### config.mk
export PLATFORM = sky130hd
export DESIGN_NAME = rau_divider
export DESIGN_NICKNAME = d
export VERILOG_FILES = /design/src/design/rau_pkg.sv /design/src/design/rau_divider.sv
export SDC_FILE = /design/constraint.sdc
export NUM_CORES = 1
export LEC_CHECK = 0
export ABC_AREA = 1
export BUFFER_PORTS_ARGS = -buffer_cell sky130_fd_sc_hd__clkbuf_2
export CORE_MARGIN = 8
export CORE_UTILIZATION = 52
export CTS_CLUSTER_SIZE = 14
export DETAILED_ROUTE_END_ITERATION = 7
export GPL_ROUTABILITY_DRIVEN = 0
export GPL_TIMING_DRIVEN = 0
export PLACE_DENSITY = 0.79
export SKIP_CTS_REPAIR_TIMING = 1
export SLEW_MARGIN = 20
export SYNTH_ARGS = -nofsm -noshare
export SYNTH_HDL_FRONTEND = slang
export SYNTH_SLANG_ARGS = --single-unit
### constraint.sdc
create_clock -name clk -period 2.3 [get_ports clk]
set_input_delay 0.46 -clock clk [delete_from_list [all_inputs] [get_ports clk]]
set_output_delay 0.46 -clock clk [all_outputs]
set_load 0.02 [all_outputs]
### src/design/rau_pkg.sv
package rau_pkg;

	typedef enum logic [2:0] {
		OP_ADD  = 3'd0,
		OP_SUB  = 3'd1,
		OP_MUL  = 3'd2,
		OP_DIV  = 3'd3,
		OP_NEG  = 3'd4,
		OP_INV  = 3'd5,
		OP_NORM = 3'd6,
		OP_EQ   = 3'd7
	} op_t;

	typedef enum logic [1:0] {
		ST_OK   = 2'd0,
		ST_OVF  = 2'd1,
		ST_ZERO = 2'd2
	} status_t;

	// intermediate magnitudes
	localparam int MAG_W = 64;

	typedef enum logic [4:0] {
		S_IDLE,
		S_DEC,
		S_G1_START,
		S_G1_WAIT,
		S_ADD_SCALE,
		S_ADD_M1,
		S_ADD_M2,
		S_ADD_M3,
		S_ADD_SUM,
		S_MUL_G2_START,
		S_MUL_G2_WAIT,
		S_MUL_DIV,
		S_MUL_M1,
		S_MUL_M2,
		S_DIV_M1,
		S_DIV_M2,
		S_RED_START,
		S_RED_GCD_WAIT,
		S_RED_DIV,
		S_RED_CHECK,
		S_OUT
	} state_t;

	// request to the shared divider (quotient and remainder)
	typedef struct packed {
		logic             start;
		logic [MAG_W-1:0] dividend;
		logic [MAG_W-1:0] divisor;
	} div_req_t;

	typedef struct packed {
		logic             done;
		logic [MAG_W-1:0] quot;
		logic [MAG_W-1:0] rem;
	} div_rsp_t;

endpackage

### src/design/rau_divider.sv
module rau_divider
	import rau_pkg::*;
(
	input  logic     clk,
	input  logic     arst_n,
	input  div_req_t req,
	output div_rsp_t rsp
);

	localparam int CNT_W = $clog2(MAG_W + 1);

	logic [MAG_W-1:0] quot_q;
	logic [MAG_W:0]   rem_q;
	logic [MAG_W-1:0] dvs_q;
	logic [CNT_W-1:0] cnt_q;
	logic             busy_q;
	logic             done_q;
	logic [MAG_W:0]   shifted;
	logic [MAG_W:0]   diff;

	// restoring division, one quotient bit per cycle
	always_comb begin
		shifted = {rem_q[MAG_W-1:0], quot_q[MAG_W-1]};
		diff    = shifted - {1'b0, dvs_q};
	end

	always_ff @(posedge clk or negedge arst_n) begin
		if (!arst_n) begin
			busy_q <= 1'b0;
			done_q <= 1'b0;
			cnt_q  <= '0;
		end else begin
			done_q <= 1'b0;
			if (req.start) begin
				busy_q <= 1'b1;
				cnt_q  <= CNT_W'(MAG_W);
			end else if (busy_q) begin
				cnt_q <= cnt_q - 1'b1;
				if (cnt_q == CNT_W'(1)) begin
					busy_q <= 1'b0;
					done_q <= 1'b1;
				end
			end
		end
	end

	always_ff @(posedge clk) begin
		if (req.start) begin
			quot_q <= req.dividend;
			rem_q  <= '0;
			dvs_q  <= req.divisor;
		end else if (busy_q) begin
			if (!diff[MAG_W]) begin
				rem_q  <= diff;
				quot_q <= {quot_q[MAG_W-2:0], 1'b1};
			end else begin
				rem_q  <= shifted;
				quot_q <= {quot_q[MAG_W-2:0], 1'b0};
			end
		end
	end

	assign rsp.done = done_q;
	assign rsp.quot = quot_q;
	assign rsp.rem  = rem_q[MAG_W-1:0];

endmodule

==> summary.txt <==
Logic synthesis
  • Adder-Cell Fraction of Synth Area: 0.05832
  • Register area share after synthesis: 0.3689
  • Cell taking the most area after synthesis: nand2_1
  • #FFs+latches synth: about 200
  • Syn Nets: 2486
  • Cell count after synthesis: approximately 2300
  • XOR/XNOR Fraction of Synth Area: 0.01872
  • Syn Std Cell Area: between 10000 and 15000 um^2
  • Post-synthesis simple-gate area fraction: 0.3812
  • Cell variety after synth: 36
  • Compound-gate portion of the synthesized area: 0.02631
  • Synth Warn #: 0
  • Syn_area_per_cell: around 6.3 um^2
  • Combinational family with the most area after synthesis: simple AND/OR/NAND/NOR gates
  • Multiplexer share of the synthesized area: 0
  • Post-synth top area share: 0.2792
  • Area contributors post-synth: nand2_1 (28%), edfxtp_1 (27%), inv_1 (13%)

Clock tree
  • CTS tree: done
  • Number of CTS-inserted buffers: 23
  • Clock Sink Count: ~200
  • Worst-case clock buffer depth: 3
  • Worst-Skew Late Latency: 0.55 ns
  • Worst-path clk slew: 0.06 ns
  • Root Buffer: clkbuf_16
  • H-Tree Depth: 1

STA
  • Peak Freq: between 300 and 400 MHz
  • Final setup violating endpoints: 65
  • Fin Setup TNS: -21.68 ns
  • RSZ-0062 raised after global routing: yes
  • Worst Tran Pin Value: 0.9264 ns
  • Max Clock Skew: 0.01905 ns
  • Final Hold Viols: 0
  • Final Critical Period: roughly 2.7 ns
  • Final period util: 1.170
  • Worst Slack Setup Final: -0.3916 ns
  • Final hold slack: roughly 0.084 ns
  • Max Slew Vio Count: 0
  • Normalized max-slew margin: 0.3824

Die
  • Initial Util: 0.5250
  • Core area: 27630 um^2
  • Row cnt: 61
  • Die Span Y: roughly 180 um
  • Die Footprint: approximately 33000 um^2
  • Ports: 260
  • Chip width: ~180 um

Route
  • Detailed-route wire length: about 46000 um
  • Average vias per placed instance: slightly below 5
  • Routed len/inst: around 15 um
  • # DRC: 0
  • Drt first-iter violations: 1400
  • First-pass DRT Iterations: 6
  • Number of vias in the routed layout: approximately 15000
  • Detail Route Antenna Nets: 0

Setup path
  • Critical Path Sink Type: flop
  • R2R Setup Slk: -0.39 ns
  • CP required: about 2.7 ns
  • Worst Setup Start Kind: flop
  • WS Path Type: reg -> reg
  • Worst endpoint data arrival time: 3.12 ns
  • Crit path max fanout: 5

Placed design
  • Post-DP HPWL: 35660 um
  • I/O Buffers: around 260
  • DP Worst Slack: -0.8819 ns
  • Inst Count DP: 2927

Cells and area
  • Area growth, synth to finish: 24.68%
  • Fin cells: ~3000
  • Antenna diodes: 0
  • Final #Nets: roughly 2800
  • Layout cells sized above 1: 0.1893

Status
  • Status: finished with violations
  • Failing checks: setup timing

Global route
  • Largest net degree at the start of global routing: 37
  • Number of global-route vias before repair: 14080
  • Total track usage: 0.2556
  • Total congestion overflow: 0
  • First-pass GRT wire length: 69930 um
  • Antenna violations before repair: 1

Min path
  • Worst Hold Class: in -> reg

Power
  • Leak: 10.46 nW
  • Cell Pwr Density: 519.6 nW/um^2
  • Peak supply drop: approximately 0.67 mV
  • Total power: ~9.4 mW

Flow run
  • Max_cap viols: 0
==> registers in the layout, indices dropped and copies added, names as in the netlist <==
signal,count
dvs_q,64
quot_q,64
rem_q,64
cnt_q,7
busy_q,1
done_q,1
==> cells by family after synthesis <==
logic type | Yosys count
flip-flops | 201
AND/OR/NAND/NOR | 1376
XOR/XNOR | 31
AO/OA/AOI/OAI | 74
buffers and inverters | 539
adder cells (fa/ha/maj) | 67
==> through the flow <==
stage | util | instance area [um^2]
2_1_floorplan | - | 14610
3_3_place_gp | 0.5929 | 16380
3_5_place_dp | 0.5944 | 16420
4_1_cts | 0.6225 | 17200
5_1_grt | 0.6545 | 18080
6_report | 0.6545 | 18080
==> metal layers <==
layer,track usage,vias up,routed length (um)
li1,-,7468,-
met1,0.3025,6566,17860
met2,0.4321,669,21090
met3,0.07519,132,4929
met4,0.09954,2,2176
met5,0,-,13
==> area by class of cell <==
class,instances,area (um^2)
fill,2531,9545
multi-input combinational,1548,7528
sequential,201,5350
inverter,496,1866
timing repair buffer,291,1762
clock buffer,30,641.9
tap,378,473.0
buffer,41,322.8
clock inverter,12,132.6
timing repair inverter,1,7.507
==> synth_stat cells (all sizes together) <==
master	number
a21oi	53
and2	3
and3	1
buf	20
clkbuf	23
dfrtp	9
dfxtp	64
edfxtp	128
fa	1
ha	66
inv	496
nand2	1093
nand3	133
nand3b	6
nand4	10
nor2	113
nor3	14
nor4	3
o21ai	19
o21bai	1
o22ai	1
xnor2	27
xor2	4
==> worst paths after layout <==
path | start | to | cells past startpoint
max | dvs_q[0] | rem_q[28] | 20
min | req[43] | dvs_q[43] | 1
max reg2reg | dvs_q[0] | rem_q[28] | 20
min reg2reg | rem_q[16] | rem_q[16] | 2
max in group asynchronous | arst_n | cnt_q[0] | 2
min in group asynchronous | arst_n | cnt_q[3] | 2
==> cells in the final DEF (no fill, tap or decap), drive strengths merged, types with 2 or more instances in the layout <==
cell type	n
nand3b	6
dfrtp	9
clkinvlp	4
and2	3
nand4	10
buf	39
inv	496
clkinv	7
clkbuf	322
nor2	113
nand2	1093
a21oi	53
ha	66
xor2	4
o21ai	19
bufinv	2
nor3	14
xnor2	27
edfxtp	128
nand3	133
nor4	3
dfxtp	64
==> power breakdown <==
group | internal [mW] | switching (mW)
sequential | 4.12 | 0.132
clock | 2.21 | 1.55
combinational | 0.468 | 0.920
==> worst max-delay path, stage by stage, from the launching register on <==
cell and delay, ns:
edfxtp_1 0.42, ha_4 0.19, fa_2 0.41, inv_2 0.07, nand2_2 0.05, nand2_2 0.06
nand3_2 0.08, nand2_4 0.10, nand2_2 0.05, nand2_2 0.10, nand2_2 0.07, nand2_4 0.07
nand2_4 0.08, nand2_4 0.13, nand2_4 0.07, nand2_8 0.12, buf_12 0.15, buf_8 0.12
nand2_1 0.06, nand3_1 0.09, nand2_1 0.09
Note: power is estimated with default switching activity, not from simulation.
