<file path="src/design/rau_pkg.sv">
package rau_pkg;

	typedef enum logic [2:0] {
		OP_ADD  = 3'd0,
		OP_SUB  = 3'd1,
		OP_MUL  = 3'd2,
		OP_DIV  = 3'd3,
		OP_NEG  = 3'd4,
		OP_INV  = 3'd5,
		OP_NORM = 3'd6,
		OP_EQ   = 3'd7
	} op_t;

	typedef enum logic [1:0] {
		ST_OK   = 2'd0,
		ST_OVF  = 2'd1,
		ST_ZERO = 2'd2
	} status_t;

	// intermediate magnitudes
	localparam int MAG_W = 64;

	typedef enum logic [4:0] {
		S_IDLE,
		S_DEC,
		S_G1_START,
		S_G1_WAIT,
		S_ADD_SCALE,
		S_ADD_M1,
		S_ADD_M2,
		S_ADD_M3,
		S_ADD_SUM,
		S_MUL_G2_START,
		S_MUL_G2_WAIT,
		S_MUL_DIV,
		S_MUL_M1,
		S_MUL_M2,
		S_DIV_M1,
		S_DIV_M2,
		S_RED_START,
		S_RED_GCD_WAIT,
		S_RED_DIV,
		S_RED_CHECK,
		S_OUT
	} state_t;

	// request to the shared divider (quotient and remainder)
	typedef struct packed {
		logic             start;
		logic [MAG_W-1:0] dividend;
		logic [MAG_W-1:0] divisor;
	} div_req_t;

	typedef struct packed {
		logic             done;
		logic [MAG_W-1:0] quot;
		logic [MAG_W-1:0] rem;
	} div_rsp_t;

endpackage

</file>
<file path="src/design/rau_gcd.sv">
module rau_gcd
	import rau_pkg::*;
(
	input  logic             clk,
	input  logic             arst_n,
	input  logic             start,
	input  logic [MAG_W-1:0] x,
	input  logic [MAG_W-1:0] y,
	input  div_rsp_t         div_rsp,
	output div_req_t         div_req,
	output logic             done,
	output logic [MAG_W-1:0] result
);

	logic [MAG_W-1:0] x_q;
	logic [MAG_W-1:0] y_q;
	logic             run_q;
	logic             wait_q;
	logic             done_q;

	// Euclid: one remainder per divider run
	always_ff @(posedge clk or negedge arst_n) begin
		if (!arst_n) begin
			run_q  <= 1'b0;
			wait_q <= 1'b0;
			done_q <= 1'b0;
		end else begin
			done_q <= 1'b0;
			if (start) begin
				run_q  <= 1'b1;
				wait_q <= 1'b0;
			end else if (run_q && !wait_q) begin
				if (y_q == '0) begin
					run_q  <= 1'b0;
					done_q <= 1'b1;
				end else begin
					wait_q <= 1'b1;
				end
			end else if (run_q && div_rsp.done) begin
				wait_q <= 1'b0;
			end
		end
	end

	always_ff @(posedge clk) begin
		if (start) begin
			x_q <= x;
			y_q <= y;
		end else if (run_q && wait_q && div_rsp.done) begin
			x_q <= y_q;
			y_q <= div_rsp.rem;
		end
	end

	always_comb begin
		div_req.start    = run_q && !wait_q && !start && (y_q != '0);
		div_req.dividend = x_q;
		div_req.divisor  = y_q;
	end

	assign done   = done_q;
	assign result = x_q;

endmodule

</file>
<file path="config.mk">
export PLATFORM = sky130hd
export DESIGN_NAME = rau_gcd
export DESIGN_NICKNAME = d
export VERILOG_FILES = /design/src/design/rau_pkg.sv /design/src/design/rau_gcd.sv
export SDC_FILE = /design/constraint.sdc
export NUM_CORES = 1
export LEC_CHECK = 0
export BUFFER_PORTS_ARGS = -buffer_cell sky130_fd_sc_hd__buf_4
export CAP_MARGIN = 20
export CORE_AREA = 2 2 177 179
export CTS_CLUSTER_SIZE = 25
export DETAILED_ROUTE_END_ITERATION = 7
export DIE_AREA = 0 0 179 181
export PLACE_DENSITY = 0.58
export SKIP_CTS_REPAIR_TIMING = 1
export SLEW_MARGIN = 0
export SYNTH_ARGS = -nofsm -noshare
export SYNTH_HDL_FRONTEND = slang
export SYNTH_SLANG_ARGS = --single-unit
</file>
<file path="constraint.sdc">
create_clock -name clk -period 6.5 [get_ports clk]
set_clock_uncertainty 0.2 [all_clocks]
set_input_delay 0.65 -clock clk [delete_from_list [all_inputs] [get_ports clk]]
set_output_delay 0.65 -clock clk [all_outputs]
set_load 0.01 [all_outputs]
</file>
==> results.yml, run 1 <==
clock_network:
  clk_pin_slew_ns: 0.06
  cts_sinks: 131
  cts_htree_levels: 4
  cts_made_buffers: 17
  clk_latency_ns: 0.41
  cts_tree: "done"
  root_buffer: "clkbuf_16"
  clock_path_buffers: 2
final_layout:
  drive_gt1_share_pct: 77.3
  design_area_um2: 9710
  finish.utilization_pct: 32.0
  diodes: 0
  layout.nets: 962
  layout_commonest_cell: "buf_4"
  mostFrequentLayoutCells: "392 x buf_4, 128 x mux2_2, 128 x edfxtp_1, 17 x clkbuf_16, 15 x nor4_1"
  area_growth_syn_to_layout_pct: 58.6
place:
  dpl.hpwl_um: 14300
  io_buffers: 389
  pre_cts_slack_ns: 2.83
  place.gp.congestion: 0.721
  dpl_cell_area_um2: 9010
power:
  p_seq_share_pct: 40.7
  p_per_area_nw_per_um2: 276
  p_int_uw: 2060
  vdd_ir_drop_max_uv: 146
  switching_share_pct: 23.2
  pwr-share-clk_pct: 42.5
  power_switching_uw: 622
  p_leak_uw: 0.00407
  power.share.combinational_pct: 16.7
worst_setup_path:
  required_ns: 5.65
  rr_worst_depth: 2
  path_class: "input pin to output port"
  cp_max_fo: 77
  rrSetupSlack_ns: 4.02
  startpoint_type: "input pin"
  arrival_ns: 2.69
  timing.rr.end: "y_q[32]$_DFFE_PP_"
  crit_path_end_kind: "output port"
  reg2reg_from: "run_q$_DFFE_PN0P_"
synth:
  yosysSeqAreaShare_pct: 64.0
  yosys_warnings: 0
  yosys-top-cells-area: "edfxtp_1 63%, mux2_2 24%, buf_4 7.9%"
  syn_inst: 369
  syn_area_per_cell_um2: 16.6
  ys_seq_elements: 131
  yosys.area.top_type: "edfxtp_1"
  yosysTopAreaCellShare_pct: 62.8
  synth_area_um2: 6120
  ys_types: 17
  syn-num-nets: 629
timing:
  tns_ns: 0
  fin_crit_ns: 3.54
  relSlewSlack_pct: 30.9
  fin_ws_ns: 2.96
  rsz0062_at_grt: "false"
  hold_viol: 0
  finalCritPeriodShare_pct: 54.5
  finalSetupViolations: 0
  tightestPinTransition_ns: 1.04
  drv_slew: 0
  clock.fmax_mhz: 282
routing:
  wl_per_cell_um: 17.0
  vias_per_cell: 3.92
  drtIter0Drc: 134
  routed_wl_um: 18800
  detail-route-antenna-nets: 0
  drcViolationCount: 0
  firstDrtPassIters: 4
  via_count: 4348
outcome:
  status: "completed"
die:
  ios: 454
  start_util_pct: 20.2
  num_rows: 64
  dieHeight_um: 181
  die_w_um: 179
  die-area_um2: 32400
  core-area_um2: 30300
global_routing:
  antenna_found_initial: 0
  globalRouteOverflowTotal: 0
  grt_pass1_wl_um: 27000
  grt_pass1_vias: 4547
  grt_max_degree: 78
  grt_use_total_pct: 11.3
min_path:
  hold_start: "x[48]"
  hold_depth: 2
  hold_path_class: "input pin to flip-flop"
  hold_path_end: "result[48]$_DFFE_PP_"
flow_run:
  maxCapViolCount: 0
## cell usage after synthesis (all sizes together)
master    n
nor2      3
dfrtp     3
nor4     17
clkbuf    1
nand4     4
a31oi     1
a31o      1
nor2b     1
nand2     2
mux2    128
edfxtp  128
nand3b    1
o21ai     1
buf      78
## worst max-delay path by stage
stage	from	to	cells past startpoint
2_1_floorplan	start	result[0]$_DFFE_PP_	4
3_3_place_gp	start	result[62]$_DFFE_PP_	3
3_5_place_dp	start	result[62]$_DFFE_PP_	3
4_1_cts	start	div_req[128]	6
5_1_grt	start	div_req[128]	6
6_report	start	div_req[128]	6
## layout make-up
type	instances	area, um2
clock buffers	18	429
clock inverters	13	256
fillers	3029	20600
multi-input cells	159	1660
flip-flops and latches	131	3920
well taps	396	495
repair buffers	393	2950
## cell families (layout without fill, tap and decap cells)
logic type,Yosys count,after routing,share of synthesized area [%]
AO/OA/AOI/OAI,3,3,0.327
buffers and inverters,79,424,9.06
flip-flops,131,131,64.0
multiplexers,128,128,23.6
AND/OR/NAND/NOR,28,28,3.03
## sequential cells by signal, indices dropped and copies added (netlist names)
name / cells
run_q: 1
wait_q: 1
y_q: 64
result: 64
done: 1
## metrics by stage
stage / power (uW) / std cells / hold slack [ns]
2_1_floorplan: 1310 / 369 / 0.154
3_3_place_gp: 1570 / 1078 / 0.250
3_5_place_dp: 1570 / 1078 / 0.251
4_1_cts: 2740 / 1109 / -0.196
5_1_grt: 2800 / 1110 / 0.307
6_report: 2680 / 1110 / 0.342
## routing by layer
metal  vias to the layer above  track usage, %  part of all wire [%]
met5                         -               0                     0
met4                         0            2.54                   1.1
met3                        11            4.02                   8.0
met2                       216            20.8                    54
met1                      2104            12.1                    37
li1                       2017               -                     -
## critical path, cell delays in order
cell and delay (ns):
buf_4 0.72, buf_4 0.71, nor2_1 0.14, nand2_1 0.14
nor2_1 0.06, buf_4 0.15
## power by group through the flow
stage	registers [uW]	clock network, uW	logic, uW
after floorplan	1130	0	181
after global placement	1110	0	456
after global routing	1100	1210	484
after detailed placement	1110	0	456
after CTS	1100	1180	458
final	1090	1140	449
No activity file was read; power rests on OpenSTA's default activity.
==> run 2, diff against run 1 <==
--- a/config.mk
+++ b/config.mk
@@ -5,13 +5,14 @@
 export SDC_FILE = /design/constraint.sdc
 export NUM_CORES = 1
 export LEC_CHECK = 0
+export ABC_AREA = 1
 export BUFFER_PORTS_ARGS = -buffer_cell sky130_fd_sc_hd__buf_4
 export CAP_MARGIN = 20
-export CORE_AREA = 2 2 177 179
+export CORE_AREA = 2 2 174 176
 export CTS_CLUSTER_SIZE = 25
 export DETAILED_ROUTE_END_ITERATION = 7
-export DIE_AREA = 0 0 179 181
-export PLACE_DENSITY = 0.58
+export DIE_AREA = 0 0 176 178
+export PLACE_DENSITY = 0.61
 export SKIP_CTS_REPAIR_TIMING = 1
 export SLEW_MARGIN = 0
 export SYNTH_ARGS = -nofsm -noshare
==> constraint.sdc (replaced) <==
create_clock -name clk -period 2.8 [get_ports clk]
set_clock_uncertainty 0.2 [all_clocks]
set_input_delay 0.28 -clock clk [delete_from_list [all_inputs] [get_ports clk]]
set_output_delay 0.28 -clock clk [all_outputs]
set_load 0.01 [all_outputs]
==> run 2 against run 1 <==
The run now ends with negative hold slack left. Clock power grew 110%. Synthesized area grew 3.3%. Wire length grew 21%. Cell count grew 44%. Combinational power grew to 3.2 times the previous value. Sequential share of layout area shrank 6.9 points.
==> results.yml, run 2 <==
outcome:
  status: "finished with violations"
  violations: "negative hold slack"
final_layout:
  mostFrequentLayoutCells: "404 x nand2_1, 390 x buf_4, 186 x dlygate4sd3_1, 128 x edfxtp_1, 39 x nor2_1"
  drive_gt1_share_pct: 35.9
  diodes: 0
  area_growth_syn_to_layout_pct: 85.0
  layout.nets: 1452
  layout_commonest_cell: "nand2_1"
  design_area_um2: 11700
place:
  dpl_cell_area_um2: 9200
  dpl.hpwl_um: 15400
  io_buffers: 389
  place.gp.congestion: 0.774
synth:
  ys_types: 15
  syn_inst: 684
  synth_ff_type: "edfxtp_1"
  ys_seq_elements: 131
  synth_enable_flop_cells: 128
  synth_area_um2: 6320
  synth_common_cells: "404 x nand2_1, 128 x edfxtp_1, 66 x buf_4"
  yosys-top-cells-area: "edfxtp_1 61%, nand2_1 24%, buf_4 7.8%"
  syn_area_per_cell_um2: 9.24
  yosys.area.top_type: "edfxtp_1"
  yosysMostFrequentCell: "nand2_1"
  yosysSeqAreaShare_pct: 62.0
  syn-num-nets: 944
  async_reset_ff_share_pct: 2.29
  yosysTopAreaCellShare_pct: 60.8
  yosys_warnings: 0
die:
  start_util_pct: 21.5
  die-area_um2: 31300
  die_w_um: 176
  ios: 454
  core-area_um2: 29400
  num_rows: 63
  dieHeight_um: 178
worst_setup_path:
  arrival_ns: 1.98
  path_class: "flip-flop to output port"
  rr_worst_depth: 4
  cp_max_fo: 3
  required_ns: 2.32
  startpoint: "y_q[35]$_DFFE_PP_"
  startpoint_type: "flip-flop"
  reg2reg_from: "run_q$_DFFE_PN0P_"
  crit_path_end_kind: "output port"
timing:
  clock.fmax_mhz: 406
  relSlewSlack_pct: 49.4
  hold_ws_ns: -0.0110
  tns_ns: 0
  tightestPinTransition_ns: 0.760
  fin_crit_ns: 2.46
  drv_slew: 0
  finalCritPeriodShare_pct: 87.9
  hold_viol: 3
  finalSetupViolations: 0
  rsz0062_at_grt: "false"
routing:
  detail-route-antenna-nets: 0
  wl_per_cell_um: 14.3
  via_count: 6334
  routed_wl_um: 22800
  drcViolationCount: 0
  drtIter0Drc: 257
  firstDrtPassIters: 4
  vias_per_cell: 3.98
flow_run:
  maxCapViolCount: 0
clock_network:
  cts_sinks: 131
  cts_made_buffers: 17
  root_buffer: "clkbuf_16"
  cts_htree_levels: 4
  cts_tree: "done"
  clk_pin_slew_ns: 0.06
  clk_latency_ns: 0.42
  clock_path_buffers: 2
power:
  p_per_area_nw_per_um2: 551
  p_leak_uw: 0.00560
  vdd_ir_drop_max_uv: 341
global_routing:
  antenna_found_initial: 0
  grt_use_total_pct: 12.7
  grt_max_degree: 132
  grt_pass1_vias: 5357
  globalRouteOverflowTotal: 0
  grt_pass1_wl_um: 30000
min_path:
  hold_depth: 3
  hold_start: "y[4]"
  hold_path_class: "input pin to flip-flop"
run 2: path summary, 6_finish.rpt:
check | to | slack, ns
max | div_req[128] | 0.34
min | y_q[4]$_DFFE_PP_ | -0.01
max reg2reg | result[32]$_DFFE_PP_ | 0.89
min reg2reg | wait_q$_DFFE_PN0P_ | 0.30
max in group asynchronous | done$_DFF_PN0_ | 2.25
min in group asynchronous | wait_q$_DFFE_PN0P_ | 0.06
run 2: final cells by class:
| type | count | area (um2) |
|---|---|---|
| clock inverter | 12 | 208 |
| clock buffer | 18 | 429 |
| inverter | 8 | 32.5 |
| timing repair buffer | 581 | 4890 |
| multi-input combinational | 453 | 1730 |
| fill | 2826 | 17700 |
| tap | 390 | 488 |
| sequential | 131 | 3920 |
run 2: where the power goes:
part / leakage, uW / switching (uW) / internal, uW
clock network: 0.000299 / 854 / 1580
registers: 0.00131 / 158 / 2430
logic: 0.00399 / 617 / 810
run 2: logic make-up after synthesis:
logic type | count (synthesis) | synth area share (%)
AOI/OAI and AO/OA | 3 | 0.237
and+or+nand+nor | 450 | 26.9
DFF | 131 | 62.0
buffers and inverters | 100 | 10.9
run 2: layer usage:
metal / vias to the layer above / GRT usage [%] / share of wire [%]
li1: 3120 / - / -
met5: - / 0 / 0
met2: 255 / 22.8 / 54
met1: 2937 / 15.1 / 40
met3: 22 / 2.62 / 4.9
met4: 0 / 4.30 / 1.4
run 2: per-stage QoR:
stage	total power, uW	hold slack, ns	std cells	utilization (%)	setup WS (ns)
after global routing	6750	0.000669	1593	39.8	0.126
after floorplan	3150	-0.216	684	-	-0.238
final	6440	-0.0110	1593	39.8	0.337
after detailed placement	3820	-0.123	1377	31.3	0.753
after global placement	3800	-0.126	1377	31.3	0.743
after CTS	6320	-0.574	1407	33.5	0.286
run 2: worst max-delay path, stage by stage, from the launching register on:
cell and delay (ns):
edfxtp_1 0.45, nor2_1 0.13, nand2_1 0.06, nor2_1 0.32, nand2_1 0.15, nor2_2 0.13
nand2_1 0.06, nand2_1 0.07, inv_1 0.06, buf_4 0.14
